`src/hw/rtl/zmtd_pkg.sv`:
```
// ----------------------------------------------------------------------------
// zmtd_pkg
// Shared types, codes and the alphabet table of the text decoder.
// ----------------------------------------------------------------------------
package zmtd_pkg;

	localparam int QDEPTH = 4;
	localparam int QAW    = 2;

	localparam logic [1:0] KIND_CHAR   = 2'd0;
	localparam logic [1:0] KIND_ABBREV = 2'd1;
	localparam logic [1:0] KIND_END    = 2'd2;
	localparam logic [1:0] KIND_ERROR  = 2'd3;

	localparam logic [1:0] REG_VERSION   = 2'd0;
	localparam logic [1:0] REG_MAX_CHARS = 2'd1;
	localparam logic [1:0] REG_MAX_WORDS = 2'd2;

	localparam logic [3:0]  VERSION_RST   = 4'd3;
	localparam logic [11:0] MAX_CHARS_RST = 12'd2047;
	localparam logic [9:0]  MAX_WORDS_RST = 10'd513;

	localparam logic [7:0] CHAR_SPACE = 8'h20;

	typedef struct packed {
		logic [3:0]  version;
		logic [11:0] max_chars;
		logic [9:0]  max_words;
	} cfg_t;

	typedef struct packed {
		logic        err;
		logic [15:0] word;
	} entry_t;

	typedef struct packed {
		logic [1:0] kind;
		logic       nonempty;
		logic [6:0] abbrev_index;
		logic [7:0] char_code;
	} res_t;

	function automatic logic [7:0] alpha_char(input logic [1:0] a, input logic [4:0] z);
		logic [7:0] c;
		c = 8'h20;
		case (a)
			2'd1: c = 8'h41 + {3'd0, z};
			2'd2: begin
				case (z)
					5'd0:  c = 8'h20;
					5'd1:  c = 8'h0a;
					5'd12: c = 8'h2e;
					5'd13: c = 8'h2c;
					5'd14: c = 8'h21;
					5'd15: c = 8'h3f;
					5'd16: c = 8'h5f;
					5'd17: c = 8'h23;
					5'd18: c = 8'h27;
					5'd19: c = 8'h22;
					5'd20: c = 8'h2f;
					5'd21: c = 8'h5c;
					5'd22: c = 8'h2d;
					5'd23: c = 8'h3a;
					5'd24: c = 8'h28;
					5'd25: c = 8'h29;
					default: c = 8'h30 + {3'd0, z} - 8'd2;
				endcase
			end
			default: c = 8'h61 + {3'd0, z};
		endcase
		return c;
	endfunction

endpackage

```
`src/hw/rtl/zmtd_front.sv`:
```
// ----------------------------------------------------------------------------
// zmtd_front
// Accepts text words, counts words per string and tags over-limit words.
// ----------------------------------------------------------------------------
module zmtd_front (
	input  logic              clk,
	input  logic              arst_n,
	input  zmtd_pkg::cfg_t    cfg,
	input  logic              s_tvalid,
	output logic              s_tready,
	input  logic [15:0]       s_tdata,
	input  logic              enq_ready,
	output logic              enq_valid,
	output zmtd_pkg::entry_t  enq_entry
);

	logic [9:0] word_count_q;
	logic       over;

	assign over            = word_count_q >= cfg.max_words;
	assign s_tready        = enq_ready;
	assign enq_valid       = s_tvalid;
	assign enq_entry.err   = over;
	assign enq_entry.word  = s_tdata;

	always_ff @(posedge clk or negedge arst_n) begin
		if (!arst_n) begin
			word_count_q <= '0;
		end else if (s_tvalid && enq_ready) begin
			if (over || s_tdata[15]) begin
				word_count_q <= '0;
			end else begin
				word_count_q <= word_count_q + 10'd1;
			end
		end
	end

endmodule

```
`src/hw/rtl/zmtd_fifo.sv`:
```
// ----------------------------------------------------------------------------
// zmtd_fifo
// Short queue of tagged words between the front and the back.
// ----------------------------------------------------------------------------
module zmtd_fifo (
	input  logic              clk,
	input  logic              arst_n,
	input  logic              enq_valid,
	output logic              enq_ready,
	input  zmtd_pkg::entry_t  enq_entry,
	output logic              deq_valid,
	input  logic              deq_pop,
	output zmtd_pkg::entry_t  deq_entry
);

	zmtd_pkg::entry_t                 mem_q [zmtd_pkg::QDEPTH];
	logic [zmtd_pkg::QAW-1:0]         wr_ptr_q;
	logic [zmtd_pkg::QAW-1:0]         rd_ptr_q;
	logic [zmtd_pkg::QAW:0]           count_q;
	logic                             push;
	logic                             pop;

	assign enq_ready = count_q != (zmtd_pkg::QAW+1)'(zmtd_pkg::QDEPTH);
	assign deq_valid = count_q != '0;
	assign deq_entry = mem_q[rd_ptr_q];
	assign push      = enq_valid && enq_ready;
	assign pop       = deq_pop && deq_valid;

	always_ff @(posedge clk) begin
		if (push) begin
			mem_q[wr_ptr_q] <= enq_entry;
		end
	end

	always_ff @(posedge clk or negedge arst_n) begin
		if (!arst_n) begin
			wr_ptr_q <= '0;
			rd_ptr_q <= '0;
			count_q  <= '0;
		end else begin
			if (push) begin
				wr_ptr_q <= wr_ptr_q + 1'b1;
			end
			if (pop) begin
				rd_ptr_q <= rd_ptr_q + 1'b1;
			end
			case ({push, pop})
				2'b10:   count_q <= count_q + 1'b1;
				2'b01:   count_q <= count_q - 1'b1;
				default: count_q <= count_q;
			endcase
		end
	end

endmodule

```
`src/hw/rtl/zmtd_back.sv`:
```
// ----------------------------------------------------------------------------
// zmtd_back
// Steps through the codes of each queued word and drives the result register.
// ----------------------------------------------------------------------------
module zmtd_back (
	input  logic              clk,
	input  logic              arst_n,
	input  zmtd_pkg::cfg_t    cfg,
	input  logic              deq_valid,
	input  zmtd_pkg::entry_t  deq_entry,
	output logic              deq_pop,
	output logic              m_tvalid,
	input  logic              m_tready,
	output zmtd_pkg::res_t    m_res,
	output logic              m_tlast
);

	logic [1:0]  shift_q;
	logic [1:0]  abbr_q;
	logic [1:0]  escp_q;
	logic [4:0]  esch_q;
	logic [11:0] cc_q;
	logic [1:0]  step_q;

	logic           hold_valid_q;
	zmtd_pkg::res_t hold_q;
	logic           out_valid_q;
	zmtd_pkg::res_t out_q;
	logic           out_last_q;

	logic [4:0]     code;
	logic           r_valid;
	zmtd_pkg::res_t r;
	logic [1:0]     n_shift;
	logic [1:0]     n_abbr;
	logic [1:0]     n_escp;
	logic [4:0]     n_esch;
	logic [11:0]    n_cc;
	logic           char_ok;
	logic [4:0]     z;
	logic           go;
	logic           final_step;
	logic           collide;
	zmtd_pkg::res_t end_res;
	zmtd_pkg::res_t err_res;

	assign m_tvalid = out_valid_q;
	assign m_res    = out_q;
	assign m_tlast  = out_last_q;

	always_comb begin
		case (step_q)
			2'd0:    code = deq_entry.word[14:10];
			2'd1:    code = deq_entry.word[9:5];
			default: code = deq_entry.word[4:0];
		endcase
	end

	assign char_ok = cc_q < cfg.max_chars;
	assign z       = code - 5'd6;

	always_comb begin
		r_valid = 1'b0;
		r       = '0;
		n_shift = shift_q;
		n_abbr  = abbr_q;
		n_escp  = escp_q;
		n_esch  = esch_q;
		n_cc    = cc_q;
		if (abbr_q != 2'd0) begin
			r_valid        = 1'b1;
			r.kind         = zmtd_pkg::KIND_ABBREV;
			r.abbrev_index = {abbr_q - 2'd1, code};
			n_abbr         = 2'd0;
			n_shift        = 2'd0;
		end else if (escp_q == 2'd1) begin
			n_esch = code;
			n_escp = 2'd2;
		end else if (escp_q != 2'd0) begin
			r_valid     = char_ok;
			r.char_code = {esch_q[2:0], code};
			n_escp      = 2'd0;
		end else if (code == 5'd0) begin
			r_valid     = char_ok;
			r.char_code = zmtd_pkg::CHAR_SPACE;
		end else if (code < 5'd6) begin
			if (cfg.version >= 4'd3) begin
				if (code < 5'd4) begin
					n_abbr = code[1:0];
				end else begin
					n_shift = code[1:0] + 2'd1;
				end
			end
		end else begin
			if (shift_q == 2'd2 && z == 5'd0) begin
				n_escp = 2'd1;
			end else begin
				r_valid     = char_ok;
				r.char_code = zmtd_pkg::alpha_char(shift_q == 2'd3 ? 2'd0 : shift_q, z);
			end
			n_shift = 2'd0;
		end
		if (r_valid && r.kind == zmtd_pkg::KIND_CHAR) begin
			n_cc = cc_q + 12'd1;
		end
	end

	always_comb begin
		end_res          = '0;
		end_res.kind     = zmtd_pkg::KIND_END;
		end_res.nonempty = cc_q != 12'd0;
		err_res          = '0;
		err_res.kind     = zmtd_pkg::KIND_ERROR;
	end

	assign go         = deq_valid && (!out_valid_q || m_tready);
	assign final_step = step_q == 2'd2 && !deq_entry.word[15];
	assign collide    = final_step && r_valid && hold_valid_q;
	assign deq_pop    = go && (deq_entry.err || step_q == 2'd3 || (final_step && !collide));

	always_ff @(posedge clk) begin
		if (go) begin
			if (deq_entry.err) begin
				out_q      <= err_res;
				out_last_q <= 1'b1;
			end else if (step_q == 2'd3) begin
				out_q      <= end_res;
				out_last_q <= 1'b1;
			end else if (collide) begin
				out_q      <= hold_q;
				out_last_q <= 1'b0;
			end else if (deq_entry.word[15]) begin
				out_q      <= r;
				out_last_q <= 1'b0;
			end else if (final_step) begin
				out_q      <= r_valid ? r : hold_q;
				out_last_q <= 1'b1;
			end else begin
				out_q      <= hold_q;
				out_last_q <= 1'b0;
			end
			if (!deq_entry.err && step_q != 2'd3 && !collide && !deq_entry.word[15]
				&& !final_step && r_valid) begin
				hold_q <= r;
			end
		end
	end

	always_ff @(posedge clk or negedge arst_n) begin
		if (!arst_n) begin
			shift_q      <= '0;
			abbr_q       <= '0;
			escp_q       <= '0;
			esch_q       <= '0;
			cc_q         <= '0;
			step_q       <= '0;
			hold_valid_q <= 1'b0;
			out_valid_q  <= 1'b0;
		end else if (go) begin
			if (deq_entry.err || step_q == 2'd3) begin
				shift_q     <= '0;
				abbr_q      <= '0;
				escp_q      <= '0;
				esch_q      <= '0;
				cc_q        <= '0;
				step_q      <= '0;
				out_valid_q <= 1'b1;
			end else if (collide) begin
				hold_valid_q <= 1'b0;
				out_valid_q  <= 1'b1;
			end else begin
				shift_q <= n_shift;
				abbr_q  <= n_abbr;
				escp_q  <= n_escp;
				esch_q  <= n_esch;
				cc_q    <= n_cc;
				if (deq_entry.word[15]) begin
					step_q      <= step_q + 2'd1;
					out_valid_q <= r_valid;
				end else if (final_step) begin
					step_q       <= '0;
					out_valid_q  <= r_valid || hold_valid_q;
					hold_valid_q <= 1'b0;
				end else begin
					step_q <= step_q + 2'd1;
					if (r_valid) begin
						out_valid_q  <= hold_valid_q;
						hold_valid_q <= 1'b1;
					end else begin
						out_valid_q <= 1'b0;
					end
				end
			end
		end else if (m_tready) begin
			out_valid_q <= 1'b0;
		end
	end

endmodule

```
`src/hw/rtl/zmachine_text_decoder.sv`:
```
// ----------------------------------------------------------------------------
// zmachine_text_decoder
// Packed text word decoder: three 5-bit codes per word to characters,
// abbreviation references, string end and word limit error items.
// ----------------------------------------------------------------------------
//  channel  | role      | payload
//  s_*      | words in  | s_tdata[15:0] text_word
//  m_*      | items out | m_tdata char_code, abbrev_index, nonempty; m_tuser kind
//  APB      | registers | 0x0 version, 0x4 max_chars, 0x8 max_words
//
//  The code stepper takes a word's three codes in order, then the string end
//  item if the word ends a string; an over-limit word yields only an error
//  item. It issues one code per cycle while a word is queued and the output is
//  not stalled. A word whose last code result meets a held earlier result
//  first sends the held one. Reset clears all string state; registers return
//  to 3, 2047, 513. A four-entry queue stalls input only when it is full.
module zmachine_text_decoder (
	input  logic        clk,
	input  logic        arst_n,
	input  logic        psel,
	input  logic        penable,
	input  logic        pwrite,
	input  logic [3:0]  paddr,
	input  logic [31:0] pwdata,
	output logic [31:0] prdata,
	output logic        pready,
	input  logic        s_tvalid,
	output logic        s_tready,
	input  logic [15:0] s_tdata,   // [15:0] text_word
	output logic        m_tvalid,
	input  logic        m_tready,
	output logic [15:0] m_tdata,   // [7:0] char_code, [14:8] abbrev_index, [15] nonempty
	output logic [1:0]  m_tuser,   // [1:0] kind
	output logic        m_tlast
);

	zmtd_pkg::cfg_t   cfg_q;
	logic             enq_valid;
	logic             enq_ready;
	zmtd_pkg::entry_t enq_entry;
	logic             deq_valid;
	logic             deq_pop;
	zmtd_pkg::entry_t deq_entry;
	zmtd_pkg::res_t   res;

	assign pready = 1'b1;

	always_ff @(posedge clk or negedge arst_n) begin
		if (!arst_n) begin
			cfg_q.version   <= zmtd_pkg::VERSION_RST;
			cfg_q.max_chars <= zmtd_pkg::MAX_CHARS_RST;
			cfg_q.max_words <= zmtd_pkg::MAX_WORDS_RST;
		end else if (psel && penable && pwrite && pready) begin
			case (paddr[3:2])
				zmtd_pkg::REG_VERSION:   cfg_q.version   <= pwdata[3:0];
				zmtd_pkg::REG_MAX_CHARS: cfg_q.max_chars <= pwdata[11:0];
				zmtd_pkg::REG_MAX_WORDS: cfg_q.max_words <= pwdata[9:0];
				default: ;
			endcase
		end
	end

	always_comb begin
		case (paddr[3:2])
			zmtd_pkg::REG_VERSION:   prdata = {28'd0, cfg_q.version};
			zmtd_pkg::REG_MAX_CHARS: prdata = {20'd0, cfg_q.max_chars};
			zmtd_pkg::REG_MAX_WORDS: prdata = {22'd0, cfg_q.max_words};
			default:                 prdata = '0;
		endcase
	end

	zmtd_front u_front (
		.clk       (clk),
		.arst_n    (arst_n),
		.cfg       (cfg_q),
		.s_tvalid  (s_tvalid),
		.s_tready  (s_tready),
		.s_tdata   (s_tdata),
		.enq_ready (enq_ready),
		.enq_valid (enq_valid),
		.enq_entry (enq_entry)
	);

	zmtd_fifo u_fifo (
		.clk       (clk),
		.arst_n    (arst_n),
		.enq_valid (enq_valid),
		.enq_ready (enq_ready),
		.enq_entry (enq_entry),
		.deq_valid (deq_valid),
		.deq_pop   (deq_pop),
		.deq_entry (deq_entry)
	);

	zmtd_back u_back (
		.clk       (clk),
		.arst_n    (arst_n),
		.cfg       (cfg_q),
		.deq_valid (deq_valid),
		.deq_entry (deq_entry),
		.deq_pop   (deq_pop),
		.m_tvalid  (m_tvalid),
		.m_tready  (m_tready),
		.m_res     (res),
		.m_tlast   (m_tlast)
	);

	assign m_tdata = {res.nonempty, res.abbrev_index, res.char_code};
	assign m_tuser = res.kind;

`ifndef SYNTHESIS
	a_end_is_last: assert property (@(posedge clk) disable iff (!arst_n)
		m_tvalid && (m_tuser == zmtd_pkg::KIND_END || m_tuser == zmtd_pkg::KIND_ERROR)
		|-> m_tlast)
		else $error("end or error item without tlast");

	a_char_only_in_char: assert property (@(posedge clk) disable iff (!arst_n)
		m_tvalid && m_tuser != zmtd_pkg::KIND_CHAR |-> m_tdata[7:0] == 8'd0)
		else $error("char_code set on non-character item");

	a_abbrev_only_in_abbrev: assert property (@(posedge clk) disable iff (!arst_n)
		m_tvalid && m_tuser != zmtd_pkg::KIND_ABBREV |-> m_tdata[14:8] == 7'd0)
		else $error("abbrev_index set on non-abbreviation item");
`endif

endmodule

```
`config.mk`:
```
export PLATFORM = sky130hd
export DESIGN_NAME = zmachine_text_decoder
export DESIGN_NICKNAME = d
export VERILOG_FILES = /design/src/hw/rtl/zmtd_pkg.sv /design/src/hw/rtl/zmtd_front.sv /design/src/hw/rtl/zmtd_fifo.sv /design/src/hw/rtl/zmtd_back.sv /design/src/hw/rtl/zmachine_text_decoder.sv
export SDC_FILE = /design/constraint.sdc
export NUM_CORES = 1
export LEC_CHECK = 0
export ABC_AREA = 1
export BUFFER_PORTS_ARGS = -buffer_cell sky130_fd_sc_hd__buf_2
export CAP_MARGIN = 40
export CELL_PAD_IN_SITES_DETAIL_PLACEMENT = 2
export CELL_PAD_IN_SITES_GLOBAL_PLACEMENT = 2
export CORE_MARGIN = 10
export CORE_UTILIZATION = 39
export DETAILED_ROUTE_END_ITERATION = 10
export PLACE_DENSITY = 0.95
export SYNTH_ARGS = -nofsm -noshare
export SYNTH_HDL_FRONTEND = slang
export SYNTH_HIERARCHICAL = 1
export SYNTH_SLANG_ARGS = --single-unit
```
`constraint.sdc`:
```
create_clock -name clk -period 7 [get_ports clk]
set_clock_uncertainty 0.15 [all_clocks]
set_input_delay 2.1 -clock clk [delete_from_list [all_inputs] [get_ports clk]]
set_output_delay 2.1 -clock clk [all_outputs]
set_load 0.02 [all_outputs]
```
==> flow_summary.yaml <==
detailed_routing:
  avgRoutedWirePerCell_um: 25.46
  wl_um: 40070
  drt-initial-drc-count: 583
  vias: 8810
  ant_nets: 0
  drt_drc_violations_left: 0
  drtPass1Iterations: 5
  routed_via_density: 5.597
global_routing:
  grt_max_degree: 46
  track_usage_pct: 24.24
  grt_pass1_vias: 10030
  grt_pass1_wl_um: 62060
  grt-ovfl-total: 0
  antenna_found_initial: 1
cts:
  cts-resized-gates: 0
  cts_max_level: 4
  clk_pin_slew_ns: 0.08
  root_buffer: "clkbuf_16"
  cts_tree: "done"
  cts_buffers: 17
  clkSinkCount: 171
  clockBufferDepth: 2
  insertion_delay_ns: 0.47
  cts_setup_buffers: 0
  hold_buffers: 0
power:
  p_int_mw: 2.861
  p_total_mw: 6.086
  peakVddDrop_mv: 0.2192
  p_switching_mw: 3.225
  p_comb_share_pct: 55.6
  p_sw_share_pct: 53.00
  powerDensity_mw_per_mm2: 545.2
  seqPwrFrac_pct: 26.7
  clkPwrFrac_pct: 17.7
  leakage_nw: 5.289
placed_design:
  port_buffers: 69
  dpl_cell_area_mm2: 0.01049
  pre_cts_slack_ns: 1.243
  gp_congestion: 0.8269
  hpwlAfterDp_um: 25890
worst_setup_path:
  crit_slowest_cell: "dfrtp_1"
  worstPathRequired_ns: 7.26
  critPathArrivalTime_ns: 6.28
  end_kind: "register"
  crit_type: "reg2reg"
  slowest_delay_ns: 0.90
  crit_path_start_kind: "register"
  critPathMaxFanout: 20
run:
  drv_cap: 0
timing:
  fmax_ghz: 0.1662
  worst_pin_slew_ns: 0.8918
  fin_crit_sh_pct: 85.97
  rsz0062_at_grt: "no"
  finalHoldViolCount: 0
  slew_viol_final: 0
  setup_slack_ns: 0.9818
  setup_viol: 0
  relSlewSlack_pct: 40.33
  layout_min_cycle_time_ns: 6.018
  fin_tns_setup_ns: 0
finish:
  fillerInstances: 2815
  final_cell_mix: "365 x nand2_1, 126 x inv_1, 103 x edfxtp_1, 81 x nor2_1, 69 x buf_2"
  final_common_cell: "nand2_1"
  postLayoutCellArea_mm2: 0.01116
  area_delta_synth_final_pct: 10.89
  insertedDiodeCount: 0
  layout.nets: 1330
  layout-drive-gt1-share_pct: 18.81
logic_synthesis:
  syn_inst: 1177
  synth_edf_count: 103
  synth_ff_type: "edfxtp_1"
  synth_area_leader_cell: "edfxtp_1"
  ys.warnings.count: 6
  yosysTopAreaCellShare_pct: 30.72
  ys_top_cells_by_area: "edfxtp_1 31%, nand2_1 14%, dfrtp_1 13%"
  ys_async_sr_fraction_pct: 39.77
  synth.cell_area_mm2: 0.01007
  synth_seq_cells: 171
  yosys.cell_types.count: 50
  ys_seq_area_share_pct: 47.81
  synthesis.area_per_instance_um2: 8.553
outcome:
  outcome: "finished clean"
worst_hold_path:
  hold_class: "reg2reg"
floorplanning:
  start_util_pct: 39.75
  die_h_um: 180.7
  io-pin-count: 113
  rows: 58
  die_width_um: 180.7
  core-area_mm2: 0.02533
  die_area_mm2: 0.03264
## per-layer routing
layer	global-route usage, %	up-vias	routed length [µm]
li1	-	3866	-
met1	27.98	4551	16250
met2	43.18	287	20790
met3	4.438	104	1706
met4	9.744	2	1311
met5	0	-	13
## cell type report
type | instances | area, µm² | area share (%)
Clock buffer | 17 | 425.4 | 3.811
Clock inverter | 15 | 216.5 | 1.939
Inverter | 162 | 610.6 | 5.470
Multi-Input combinational cell | 799 | 4212 | 37.73
Sequential cell | 171 | 4813 | 43.12
Tap cell | 330 | 412.9 | 3.699
Timing Repair Buffer | 80 | 473.0 | 4.237
## worst paths after layout
kind / start / endpoint / slack [ns] / cells after the start
max in group asynchronous: arst_n / u_front/word_count_q[7] / 4.30 / 3
min reg2reg: u_back/esch_q[2] / u_back/esch_q[2] / 0.34 / 2
max reg2reg: u_fifo/rd_ptr_q[1] / u_fifo/count_q[2] / 0.98 / 33
min in group asynchronous: arst_n / u_back/cc_q[0] / 1.39 / 1
max: u_fifo/rd_ptr_q[1] / u_fifo/count_q[2] / 0.98 / 33
min: u_back/esch_q[2] / u_back/esch_q[2] / 0.34 / 2
## cell usage after synthesis, types with 8 or more instances
cell,count
nand2_1,365
inv_1,126
edfxtp_1,103
nor2_1,81
nand3_1,60
dfrtp_1,53
buf_4,44
ha_1,39
o211ai_1,36
o21ai_0,36
inv_2,34
a21oi_1,30
nand2_2,28
dfstp_2,15
buf_6,11
nor3_1,11
xor2_1,11
a21oi_2,9
nor2_4,8
## through the flow
stage / instances / hold WS, ns / util [%]
after detailed placement: 1541 / 0.3143 / 41.43
final: 1574 / 0.3433 / 44.08
after global placement: 1539 / 0.3074 / 41.28
after global routing: 1574 / 0.3543 / 44.08
after floorplan: 1196 / 0.2922 / -
after CTS: 1573 / 0.3452 / 43.97
## power by group through the flow
stage	clock, mW	sequential, mW	combinational (mW)
floorplan	0	1.62	2.16
global placement	0	1.59	2.83
detailed placement	0	1.63	3.12
CTS	1.09	1.62	3.32
global route	1.12	1.65	3.69
finish	1.08	1.62	3.39
## worst max-delay path: cells and delay by family (launching register included)
kind	cells	cell delay, ns
AOI/OAI and AO/OA	1	0.25
adders and majority gates	3	0.87
buffers and inverters	7	1.02
DFF	1	0.90
and+or+nand+nor	22	2.73
## sequential cells by signal, summed over array words and instances (netlist names)
signal and count:
u_fifo/mem_q 68, u_back/cc_q 12, u_fifo/wr_ptr_q 2, u_front/word_count_q 10, u_back/escp_q 2, u_back/shift_q 2, cfg_q 26, u_back/abbr_q 2
u_back/esch_q 3, u_back/m_tlast 1, u_back/hold_q 16, u_back/hold_valid_q 1, u_back/step_q 2, u_back/m_res 18, u_fifo/rd_ptr_q 2, u_fifo/count_q 3
u_back/m_tvalid 1
## cells by family (layout without fill, tap and decap cells)
logic type | after synthesis | after routing | share of synthesized area, %
xor+xnor | 15 | 15 | 1.305
simple gates | 587 | 587 | 26.12
compound gates | 136 | 136 | 8.576
other cells | 2 | 21 | 0.07460
fa+ha+maj | 40 | 40 | 5.046
flops | 171 | 171 | 47.81
buf+inv | 226 | 274 | 11.06
No activity file was read; power rests on OpenSTA's default activity.
